===== src/rtl/core/mbfs_pkg.sv =====
// ----------------------------------------------------------------------------
// mbfs_pkg
// Shared types and constants of the metaball field sum block: stream field
// layout, register map, datapath widths, controller states and commands.
// ----------------------------------------------------------------------------
`timescale 1ns / 1ps

package mbfs_pkg;

    // Input item kinds, carried on s_axis_tuser.
    localparam logic KIND_LOAD  = 1'b0;
    localparam logic KIND_QUERY = 1'b1;

    // Field widths.
    localparam int SLOT_W  = 4;
    localparam int COORD_W = 16;
    localparam int COUNT_W = 5;
    localparam int FIELD_W = 32;

    // Slave tdata layout, lowest bits first.
    localparam int S_TDATA_W  = 72;
    localparam int SLOT_LSB   = 0;
    localparam int POS_X_LSB  = SLOT_LSB + SLOT_W;
    localparam int POS_Y_LSB  = POS_X_LSB + COORD_W;
    localparam int POS_Z_LSB  = POS_Y_LSB + COORD_W;
    localparam int RADIUS_LSB = POS_Z_LSB + COORD_W;
    localparam int S_USED_W   = RADIUS_LSB + COORD_W;

    // Register map.
    localparam int APB_ADDR_W = 2;
    localparam int APB_DATA_W = 32;
    localparam logic [APB_ADDR_W-1:0] REG_BALL_COUNT = 2'd0;

    // Datapath widths. The denominator is the sum of three 17-bit squares and
    // one 16-bit square; the dividend 2^32 is walked over the same width.
    localparam int DIFF_W    = COORD_W + 1;
    localparam int SQ_W      = 2 * DIFF_W;
    localparam int RSQ_W     = 2 * COORD_W;
    localparam int DEN_W     = 34;
    localparam int DIV_BITS  = 2;
    localparam int DIV_CYCLES = DEN_W / DIV_BITS;
    localparam int DIV_STEP_W = $clog2(DIV_CYCLES);
    localparam logic [DIV_STEP_W-1:0] DIV_LAST = DIV_STEP_W'(DIV_CYCLES - 1);
    localparam logic [DEN_W-1:0] DIVIDEND = DEN_W'(64'h1_0000_0000);
    localparam logic [FIELD_W-1:0] SAT32 = 32'hFFFF_FFFF;

    typedef struct packed {
        logic [COORD_W-1:0] rad;
        logic [COORD_W-1:0] cz;
        logic [COORD_W-1:0] cy;
        logic [COORD_W-1:0] cx;
    } t_ball;

    typedef enum logic [2:0] {
        ST_IDLE,
        ST_READ,
        ST_SQUARE,
        ST_DENOM,
        ST_DIVIDE,
        ST_ACCUM,
        ST_DONE
    } t_state;

    typedef struct packed {
        logic ball_write;
        logic query_start;
        logic rd_en;
        logic sq_load;
        logic den_load;
        logic div_step;
        logic acc_load;
        logic out_load;
    } t_cmd;

endpackage


===== src/rtl/core/metaball_field_sum_top.sv =====
// ----------------------------------------------------------------------------
// metaball_field_sum_top
// Metaball field evaluator. A load transfer (tuser = 0) writes one ball,
// a signed Q8.8 center and an unsigned Q8.8 radius, into a table slot; a
// query transfer (tuser = 1) gives a point and returns, as one result
// transfer, the sum over the first ball_count slots of
// 1 / (dx^2 + dy^2 + dz^2 + r^2) in unsigned Q16.16. A term with a zero
// denominator or a value of 2^32 and above, and a sum above 0xFFFFFFFF,
// saturate to 0xFFFFFFFF and set the saturated flag. A load produces
// nothing. A query holds the input side until its result is registered; it
// walks n balls, n being ball_count clamped to MAX_BALLS: each ball costs a
// table read, a squaring stage, a denominator stage, the two-bit per cycle
// reciprocal divider and an accumulate. The result waits in an output
// register, so the next item is accepted while it is still untaken. Every
// slot in use must have been loaded since reset, since the table has no
// clearing pass. The user must write ball_count over the APB port only
// while the block is idle; the block itself does not enforce this.
// ----------------------------------------------------------------------------
`timescale 1ns / 1ps

module metaball_field_sum_top #(
    parameter int MAX_BALLS = 16
) (
    input  logic                            i_clk,
    input  logic                            i_rst_n,
    // Input items.
    input  logic                            s_axis_tvalid,
    output logic                            s_axis_tready,
    // slot[3:0], pos_x[19:4], pos_y[35:20], pos_z[51:36], ball_radius[67:52]
    input  logic [mbfs_pkg::S_TDATA_W-1:0]  s_axis_tdata,
    // kind[0]
    input  logic                            s_axis_tuser,
    // Results.
    output logic                            m_axis_tvalid,
    input  logic                            m_axis_tready,
    // field_value[31:0]
    output logic [mbfs_pkg::FIELD_W-1:0]    m_axis_tdata,
    // saturated[0]
    output logic                            m_axis_tuser,
    // Configuration port.
    input  logic                            psel,
    input  logic                            penable,
    input  logic                            pwrite,
    input  logic [mbfs_pkg::APB_ADDR_W-1:0] paddr,
    input  logic [mbfs_pkg::APB_DATA_W-1:0] pwdata,
    output logic [mbfs_pkg::APB_DATA_W-1:0] prdata,
    output logic                            pready
);

    import mbfs_pkg::*;

    localparam int AW = (MAX_BALLS > 1) ? $clog2(MAX_BALLS) : 1;

    logic [COUNT_W-1:0] r_ball_count;
    logic               cfg_write;
    t_cmd               cmd;
    logic [AW-1:0]      rd_addr;

    // The only register is ball_count; the write completes in the access
    // phase, and pready is tied high so there are no wait states.
    assign pready    = 1'b1;
    assign cfg_write = psel && penable && pwrite && pready && (paddr == REG_BALL_COUNT);

    always_ff @(posedge i_clk) begin
        if (!i_rst_n) begin
            r_ball_count <= '0;
        end else if (cfg_write) begin
            r_ball_count <= pwdata[COUNT_W-1:0];
        end
    end

    always_comb begin
        prdata = '0;
        if (paddr == REG_BALL_COUNT) begin
            prdata = APB_DATA_W'(r_ball_count);
        end
    end

    // The controller sequences the walk over the table; the datapath holds
    // the table, the arithmetic and the result register.
    mbfs_ctrl #(
        .MAX_BALLS (MAX_BALLS)
    ) u_ctrl (
        .i_clk        (i_clk),
        .i_rst_n      (i_rst_n),
        .i_in_valid   (s_axis_tvalid),
        .i_kind       (s_axis_tuser),
        .o_in_ready   (s_axis_tready),
        .i_ball_count (r_ball_count),
        .i_out_ready  (m_axis_tready),
        .o_out_valid  (m_axis_tvalid),
        .o_cmd        (cmd),
        .o_rd_addr    (rd_addr)
    );

    mbfs_dp #(
        .MAX_BALLS (MAX_BALLS)
    ) u_dp (
        .i_clk         (i_clk),
        .i_cmd         (cmd),
        .i_slot        (s_axis_tdata[SLOT_LSB +: SLOT_W]),
        .i_pos_x       (s_axis_tdata[POS_X_LSB +: COORD_W]),
        .i_pos_y       (s_axis_tdata[POS_Y_LSB +: COORD_W]),
        .i_pos_z       (s_axis_tdata[POS_Z_LSB +: COORD_W]),
        .i_ball_radius (s_axis_tdata[RADIUS_LSB +: COORD_W]),
        .i_rd_addr     (rd_addr),
        .o_field_value (m_axis_tdata),
        .o_saturated   (m_axis_tuser)
    );

endmodule


===== src/rtl/core/mbfs_ram.sv =====
// ----------------------------------------------------------------------------
// mbfs_ram
// Generic single-write, single-read RAM with a registered read port.
// ----------------------------------------------------------------------------
`timescale 1ns / 1ps

module mbfs_ram #(
    parameter int WIDTH = 64,
    parameter int DEPTH = 16,
    localparam int AW = (DEPTH > 1) ? $clog2(DEPTH) : 1
) (
    input  logic             i_clk,
    input  logic             i_wr_en,
    input  logic [AW-1:0]    i_wr_addr,
    input  logic [WIDTH-1:0] i_wr_data,
    input  logic             i_rd_en,
    input  logic [AW-1:0]    i_rd_addr,
    output logic [WIDTH-1:0] o_rd_data
);

    logic [WIDTH-1:0] r_mem [DEPTH];
    logic [WIDTH-1:0] r_rd_data;

    always_ff @(posedge i_clk) begin
        if (i_wr_en) begin
            r_mem[i_wr_addr] <= i_wr_data;
        end
        if (i_rd_en) begin
            r_rd_data <= r_mem[i_rd_addr];
        end
    end

    assign o_rd_data = r_rd_data;

endmodule


===== src/rtl/core/mbfs_dp.sv =====
// ----------------------------------------------------------------------------
// mbfs_dp
// Datapath: ball table, squared distances, denominator, radix-4 restoring
// reciprocal and the saturating field accumulator with its result register.
// ----------------------------------------------------------------------------
`timescale 1ns / 1ps

module mbfs_dp #(
    parameter int MAX_BALLS = 16,
    localparam int AW = (MAX_BALLS > 1) ? $clog2(MAX_BALLS) : 1
) (
    input  logic                         i_clk,
    input  mbfs_pkg::t_cmd               i_cmd,
    input  logic [mbfs_pkg::SLOT_W-1:0]  i_slot,
    input  logic [mbfs_pkg::COORD_W-1:0] i_pos_x,
    input  logic [mbfs_pkg::COORD_W-1:0] i_pos_y,
    input  logic [mbfs_pkg::COORD_W-1:0] i_pos_z,
    input  logic [mbfs_pkg::COORD_W-1:0] i_ball_radius,
    input  logic [AW-1:0]                i_rd_addr,
    output logic [mbfs_pkg::FIELD_W-1:0] o_field_value,
    output logic                         o_saturated
);

    import mbfs_pkg::*;

    localparam int CW   = $clog2(MAX_BALLS + 1);
    localparam int ChkW = (CW > SLOT_W) ? CW : SLOT_W;

    logic             wr_en;
    t_ball            wr_ball;
    logic [$bits(t_ball)-1:0] rd_data;
    t_ball            ball;

    logic [COORD_W-1:0] r_px, r_py, r_pz;
    logic [SQ_W-1:0]    r_sqx, r_sqy, r_sqz;
    logic [RSQ_W-1:0]   r_sqr;
    logic [DEN_W-1:0]   r_den;
    logic [DEN_W-1:0]   r_rem, r_dvd, r_quo;
    logic [FIELD_W-1:0] r_acc;
    logic               r_acc_sat;
    logic [FIELD_W-1:0] r_field;
    logic               r_sat;

    logic signed [DIFF_W-1:0] dx, dy, dz;
    logic [DIFF_W-1:0]        ax, ay, az;
    logic [DEN_W-1:0]         rem_v, dvd_v, quo_v;
    logic [DEN_W:0]           trial;
    logic                     term_sat;
    logic [FIELD_W-1:0]       term;
    logic [FIELD_W:0]         sum;

    // Loads to a slot beyond the table are dropped.
    assign wr_en   = i_cmd.ball_write && (ChkW'(i_slot) < ChkW'(MAX_BALLS));
    assign wr_ball = '{rad: i_ball_radius, cz: i_pos_z, cy: i_pos_y, cx: i_pos_x};

    mbfs_ram #(
        .WIDTH ($bits(t_ball)),
        .DEPTH (MAX_BALLS)
    ) u_table (
        .i_clk     (i_clk),
        .i_wr_en   (wr_en),
        .i_wr_addr (AW'(i_slot)),
        .i_wr_data (wr_ball),
        .i_rd_en   (i_cmd.rd_en),
        .i_rd_addr (i_rd_addr),
        .o_rd_data (rd_data)
    );

    assign ball = t_ball'(rd_data);

    // Exact 17-bit differences and their magnitudes.
    assign dx = DIFF_W'($signed(r_px)) - DIFF_W'($signed(ball.cx));
    assign dy = DIFF_W'($signed(r_py)) - DIFF_W'($signed(ball.cy));
    assign dz = DIFF_W'($signed(r_pz)) - DIFF_W'($signed(ball.cz));
    assign ax = dx[DIFF_W-1] ? DIFF_W'(-dx) : DIFF_W'(dx);
    assign ay = dy[DIFF_W-1] ? DIFF_W'(-dy) : DIFF_W'(dy);
    assign az = dz[DIFF_W-1] ? DIFF_W'(-dz) : DIFF_W'(dz);

    // Two restoring steps per cycle on the quotient of 2^32 by the denominator.
    always_comb begin
        rem_v = r_rem;
        dvd_v = r_dvd;
        quo_v = r_quo;
        trial = '0;
        for (int k = 0; k < DIV_BITS; k++) begin
            trial = {rem_v, dvd_v[DEN_W-1]};
            dvd_v = {dvd_v[DEN_W-2:0], 1'b0};
            if (trial >= {1'b0, r_den}) begin
                rem_v = DEN_W'(trial - {1'b0, r_den});
                quo_v = {quo_v[DEN_W-2:0], 1'b1};
            end else begin
                rem_v = trial[DEN_W-1:0];
                quo_v = {quo_v[DEN_W-2:0], 1'b0};
            end
        end
    end

    // A zero denominator or a quotient of 2^32 and above saturates the term.
    assign term_sat = (r_den == '0) || (r_quo[DEN_W-1:FIELD_W] != '0);
    assign term     = term_sat ? SAT32 : r_quo[FIELD_W-1:0];
    assign sum      = {1'b0, r_acc} + {1'b0, term};

    always_ff @(posedge i_clk) begin
        if (i_cmd.query_start) begin
            r_px      <= i_pos_x;
            r_py      <= i_pos_y;
            r_pz      <= i_pos_z;
            r_acc     <= '0;
            r_acc_sat <= 1'b0;
        end
        if (i_cmd.sq_load) begin
            r_sqx <= ax * ax;
            r_sqy <= ay * ay;
            r_sqz <= az * az;
            r_sqr <= ball.rad * ball.rad;
        end
        if (i_cmd.den_load) begin
            r_den <= DEN_W'(r_sqx) + DEN_W'(r_sqy) + DEN_W'(r_sqz) + DEN_W'(r_sqr);
            r_rem <= '0;
            r_dvd <= DIVIDEND;
            r_quo <= '0;
        end
        if (i_cmd.div_step) begin
            r_rem <= rem_v;
            r_dvd <= dvd_v;
            r_quo <= quo_v;
        end
        if (i_cmd.acc_load) begin
            r_acc     <= sum[FIELD_W] ? SAT32 : sum[FIELD_W-1:0];
            r_acc_sat <= r_acc_sat | term_sat | sum[FIELD_W];
        end
        if (i_cmd.out_load) begin
            r_field <= r_acc;
            r_sat   <= r_acc_sat;
        end
    end

    assign o_field_value = r_field;
    assign o_saturated   = r_sat;

endmodule


===== src/rtl/core/mbfs_ctrl.sv =====
// ----------------------------------------------------------------------------
// mbfs_ctrl
// Controller: accepts items, walks the table slots in use for a query,
// sequences the datapath and owns the result valid flag.
// ----------------------------------------------------------------------------
`timescale 1ns / 1ps

module mbfs_ctrl #(
    parameter int MAX_BALLS = 16,
    localparam int AW = (MAX_BALLS > 1) ? $clog2(MAX_BALLS) : 1
) (
    input  logic                         i_clk,
    input  logic                         i_rst_n,
    input  logic                         i_in_valid,
    input  logic                         i_kind,
    output logic                         o_in_ready,
    input  logic [mbfs_pkg::COUNT_W-1:0] i_ball_count,
    input  logic                         i_out_ready,
    output logic                         o_out_valid,
    output mbfs_pkg::t_cmd               o_cmd,
    output logic [AW-1:0]                o_rd_addr
);

    import mbfs_pkg::*;

    localparam int CW   = $clog2(MAX_BALLS + 1);
    localparam int CmpW = CW + 1;
    localparam int BcW  = (CW > COUNT_W) ? CW : COUNT_W;

    t_state                r_state, n_state;
    logic [AW-1:0]         r_idx, n_idx;
    logic [CW-1:0]         r_count, n_count;
    logic [DIV_STEP_W-1:0] r_step, n_step;
    logic                  r_out_valid, n_out_valid;
    t_cmd                  cmd;
    logic                  in_ready;
    logic [BcW-1:0]        bc_ext;
    logic [CW-1:0]         count_used;
    logic                  last_ball;

    // A count beyond the table is clamped to the table depth.
    assign bc_ext     = BcW'(i_ball_count);
    assign count_used = (bc_ext > BcW'(MAX_BALLS)) ? CW'(MAX_BALLS) : CW'(bc_ext);
    assign last_ball  = (CmpW'(r_idx) + CmpW'(1)) == CmpW'(r_count);

    always_ff @(posedge i_clk) begin
        if (!i_rst_n) begin
            r_state     <= ST_IDLE;
            r_idx       <= '0;
            r_count     <= '0;
            r_step      <= '0;
            r_out_valid <= 1'b0;
        end else begin
            r_state     <= n_state;
            r_idx       <= n_idx;
            r_count     <= n_count;
            r_step      <= n_step;
            r_out_valid <= n_out_valid;
        end
    end

    always_comb begin
        n_state     = r_state;
        n_idx       = r_idx;
        n_count     = r_count;
        n_step      = r_step;
        n_out_valid = r_out_valid;
        cmd         = '0;
        in_ready    = 1'b0;
        if (r_out_valid && i_out_ready) begin
            n_out_valid = 1'b0;
        end
        case (r_state)
            ST_IDLE: begin
                in_ready = 1'b1;
                if (i_in_valid) begin
                    if (i_kind == KIND_LOAD) begin
                        cmd.ball_write = 1'b1;
                    end else begin
                        cmd.query_start = 1'b1;
                        n_idx           = '0;
                        n_count         = count_used;
                        n_state         = (count_used == '0) ? ST_DONE : ST_READ;
                    end
                end
            end
            ST_READ: begin
                cmd.rd_en = 1'b1;
                n_state   = ST_SQUARE;
            end
            ST_SQUARE: begin
                cmd.sq_load = 1'b1;
                n_state     = ST_DENOM;
            end
            ST_DENOM: begin
                cmd.den_load = 1'b1;
                n_step       = DIV_LAST;
                n_state      = ST_DIVIDE;
            end
            ST_DIVIDE: begin
                cmd.div_step = 1'b1;
                if (r_step == '0) begin
                    n_state = ST_ACCUM;
                end else begin
                    n_step = r_step - 1'b1;
                end
            end
            ST_ACCUM: begin
                cmd.acc_load = 1'b1;
                if (last_ball) begin
                    n_state = ST_DONE;
                end else begin
                    n_idx   = r_idx + 1'b1;
                    n_state = ST_READ;
                end
            end
            ST_DONE: begin
                if (!r_out_valid || i_out_ready) begin
                    cmd.out_load = 1'b1;
                    n_out_valid  = 1'b1;
                    n_state      = ST_IDLE;
                end
            end
            default: begin
                n_state = ST_IDLE;
            end
        endcase
    end

    assign o_cmd       = cmd;
    assign o_in_ready  = in_ready;
    assign o_out_valid = r_out_valid;
    assign o_rd_addr   = r_idx;

    // A new result never overwrites one that has not been taken.
    a_no_overwrite : assert property (@(posedge i_clk) disable iff (!i_rst_n)
        cmd.out_load |-> (!r_out_valid || i_out_ready))
        else $error("result register loaded while holding an untaken result");

    // The walk stays inside the slots in use.
    a_idx_in_range : assert property (@(posedge i_clk) disable iff (!i_rst_n)
        (r_state == ST_READ || r_state == ST_SQUARE || r_state == ST_DENOM ||
         r_state == ST_DIVIDE || r_state == ST_ACCUM)
        |-> (CmpW'(r_idx) < CmpW'(r_count)))
        else $error("table walk index beyond ball count");

    // Each reciprocal starts with a full step count.
    a_div_start : assert property (@(posedge i_clk) disable iff (!i_rst_n)
        r_state == ST_DENOM |=> (r_state == ST_DIVIDE && r_step == DIV_LAST))
        else $error("divider started without a full step count");

    // After a term is added the walk either reads the next slot or finishes.
    a_accum_next : assert property (@(posedge i_clk) disable iff (!i_rst_n)
        r_state == ST_ACCUM |=> (r_state == ST_READ || r_state == ST_DONE))
        else $error("unexpected state after accumulation");

endmodule

===== config.mk =====
export PLATFORM = sky130hd
export DESIGN_NAME = metaball_field_sum_top
export DESIGN_NICKNAME = d
export VERILOG_FILES = /design/src/rtl/core/mbfs_pkg.sv /design/src/rtl/core/metaball_field_sum_top.sv /design/src/rtl/core/mbfs_ram.sv /design/src/rtl/core/mbfs_dp.sv /design/src/rtl/core/mbfs_ctrl.sv
export SDC_FILE = /design/constraint.sdc
export NUM_CORES = 2
export LEC_CHECK = 0
export BUFFER_PORTS_ARGS = -buffer_cell sky130_fd_sc_hd__buf_4
export CAP_MARGIN = 40
export CELL_PAD_IN_SITES_DETAIL_PLACEMENT = 0
export CELL_PAD_IN_SITES_GLOBAL_PLACEMENT = 1
export CORE_ASPECT_RATIO = 0.75
export CORE_MARGIN = 2
export CORE_UTILIZATION = 45
export CTS_CLUSTER_DIAMETER = 60
export DETAILED_ROUTE_END_ITERATION = 6
export PLACE_DENSITY = 0.69
export SYNTH_ARGS = -nofsm -noshare
export SYNTH_HDL_FRONTEND = slang
export SYNTH_SLANG_ARGS = --single-unit

===== constraint.sdc =====
create_clock -name i_clk -period 10.1 [get_ports i_clk]
set_input_delay 2.02 -clock i_clk [delete_from_list [all_inputs] [get_ports i_clk]]
set_output_delay 2.02 -clock i_clk [all_outputs]
set_load 0.1 [all_outputs]

==> qor.yml <==
die_w_um: 539
fin_area_sq_mm: 0.107
drive_gt1_share_pct: 13.1
clk_latency_ns: 0.85
yosysMostFrequentCell: "edfxtp_1"
yosysSeqAreaShare_pct: 45.1
synthTopCellsByCount: "edfxtp_1 (1435), inv_1 (1234), fa_1 (806)"
areaGrowthSynthToFinish_pct: 11.1
r2r_cells: 33
dieArea_sq_mm: 0.218
slowest_stage: "fa_1"
fin_crit_sh_pct: 95.8
grt_pass1_wl_um: 364000
placed_cells: 10400
instances_no_fill: 10700
grt.busiest_layer: "met1"
r2r-end: "u_dp.r_sqx[33]$_DFFE_PP_"
routed_wl_um: 234000
clockBufferDepth: 4
yosys.area_share.adder_pct: 24.5
antenna_found_initial: 12
first_global_vias: 60100
syn_area_per_cell_sq_um: 13.0
grt_max_degree: 118
drtIter0Drc: 4645
tightest_slew_ns: 0.948
cts.htree.levels: 4
start_util_pct: 45.2
r2r-start: "u_dp.u_table.o_rd_data[0]$_DFFE_PP_"
hold_violations: 0
synth_area_sq_mm: 0.0966
worst_setup_path_start_kind: "flop"
grt_util_met3_pct: 3.97
synth_edf_count: 1435
grtUsageMet1_pct: 33.2
cp-end-kind: "flop"
synth_seq_cells: 1458
synthFlopType: "edfxtp_1"
cts_tree: "yes"
root_buffer: "clkbuf_16"
setup-tns-final_ns: 0
critical_path.startpoint: "u_dp.u_table.o_rd_data[0]$_DFFE_PP_"
crit_cells: 33
overflow: 0
pin_count: 182
cp_common_cell: "fa_1"
drv_slew: 0
syn_inst: 7442
nets: 9265
synth_xor_area_share_pct: 2.96
yosysWarnings: 0
hp-class: "reg -> reg"
yosys-top-cells-area: "edfxtp_1 (45%), fa_1 (17%), ha_1 (7.8%)"
dp_hpwl_um: 169000
grt_usage_pct: 21.8
die_y_um: 405
worstHoldPathCells: 0
synth_top_family_by_area: "adder cells"
synth.distinct_cells: 94
setup-violations-final: 0
synth_compound_area_share_pct: 6.43
num_vias: 57700
slew-limit-headroom_pct: 36.0
clk_pin_slew_ns: 0.06
cts_made_buffers: 159
post_dp_cell_area_sq_mm: 0.102
via_per_inst: 5.40
ff2ff_setup_slack_ns: 0.43
route.detailed.drc: 0
synth_top_area_share_pct: 44.6
cp-endpoint: "u_dp.r_sqx[33]$_DFFE_PP_"
path_buf_inv: 5
skew_ns: 0.0995
cts.sinks: 1458
synth.largest_area_cell: "edfxtp_1"
cp_top_family: "adder cells"
max_freq_mhz: 103
cp_max_fo: 12
first_pass_iters: 5
drv_cap: 0
port_buffers: 122
rows: 147
synthSimpleGateAreaFrac_pct: 7.34
final_antenna_net_count: 0
critical-path-max-stage-delay_ns: 0.55
status: "finished, final reports clean"
met2_usage_pct: 32.8
crit_type: "reg -> reg"
core-area_sq_mm: 0.214
cp.required_ns: 10.61
wire_per_inst_um: 21.9
finalCriticalPeriod_ns: 9.67
holdWs_ns: 0.463
cp.arrival_ns: 10.18
async_reset_ff_share_pct: 0
gp_congestion: 0.911
synth.area.mux_share_pct: 7.84
cells by family (layout without fill, tap and decap cells):
family | Yosys count | count (layout)
fa+ha+maj | 1405 | 1405
other cells | 2 | 70
compound gates | 948 | 948
xor+xnor | 325 | 325
simple gates | 1467 | 1467
flops | 1458 | 1458
mux | 354 | 354
buf+inv | 1483 | 1839
final cells by class:
type | count | area, sq um
Antenna cell | 4 | 10.0
Clock buffer | 185 | 4120
Clock inverter | 92 | 702
Fill cell | 18500 | 106000
Inverter | 1244 | 4670
Multi-Input combinational cell | 4565 | 47900
Sequential cell | 1458 | 43600
Tap cell | 2831 | 3540
Timing Repair Buffer | 318 | 2800
repair_timing:
action | CTS | global route
buffers inserted | 0 | 3
resized for setup | 1 | 29
pin swaps | 0 | 1
hold buffers | 0 | 0
setup endpoints to repair | 1 | 15
cell usage in the layout, fill, tap and decap left out, types with 174 or more instances in the layout:
master    Yosys  final
mux4_2      320    320
xnor2_1     226    222
inv_1      1234   1229
a21oi_1     265    265
o21ai_0     177    174
nand2_1     447    445
buf_4        28    293
ha_1        599    599
nor2_1      375    358
fa_1        806    806
edfxtp_1   1435   1435
metal layers:
| layer | vias to the layer above | wire (um) |
|---|---|---|
| met1 | 29500 | 112000 |
| met4 | 12 | 4210 |
| met2 | 1501 | 102000 |
| li1 | 26500 | - |
| met3 | 234 | 15300 |
| met5 | - | 73 |
flip-flops by register name, summed over array words and instances (netlist names), 32 cells and up:
register                cells
u_dp.r_sqz                 33
u_dp.r_acc                 32
u_dp.u_table.o_rd_data     64
u_dp.r_rem                 34
u_dp.u_table.r_mem       1024
u_dp.r_sqx                 33
u_dp.r_sqy                 33
u_dp.r_quo                 34
u_dp.r_den                 34
u_dp.o_field_value         32
worst min path at each step:
stage	startpoint	endpoint	slack, ns
floorplan	u_dp.r_acc_sat$_SDFFCE_PP0P_	u_dp.o_saturated$_DFFE_PP_	0.43
global placement	u_dp.r_acc_sat$_SDFFCE_PP0P_	u_dp.o_saturated$_DFFE_PP_	0.44
detailed placement	u_dp.r_acc[31]$_SDFFCE_PP0P_	u_dp.o_field_value[31]$_DFFE_PP_	0.45
CTS	u_dp.r_acc[31]$_SDFFCE_PP0P_	u_dp.o_field_value[31]$_DFFE_PP_	0.47
global route	u_dp.r_acc[28]$_SDFFCE_PP0P_	u_dp.o_field_value[28]$_DFFE_PP_	0.48
finish	u_dp.r_acc[31]$_SDFFCE_PP0P_	u_dp.o_field_value[31]$_DFFE_PP_	0.46
through the flow:
| step | worst slack [ns] | util (%) |
|---|---|---|
| 3_5_place_dp | 0.117 | 47.9 |
| 4_1_cts | 0.225 | 50.1 |
| 3_3_place_gp | 0.207 | 47.6 |
| 2_1_floorplan | 1.14 | - |
| 6_report | 0.427 | 50.2 |
| 5_1_grt | -0.0249 | 50.2 |
Power is not shown: default switching activity piles up to over one toggle a cycle in this logic, so the estimate is an artifact.
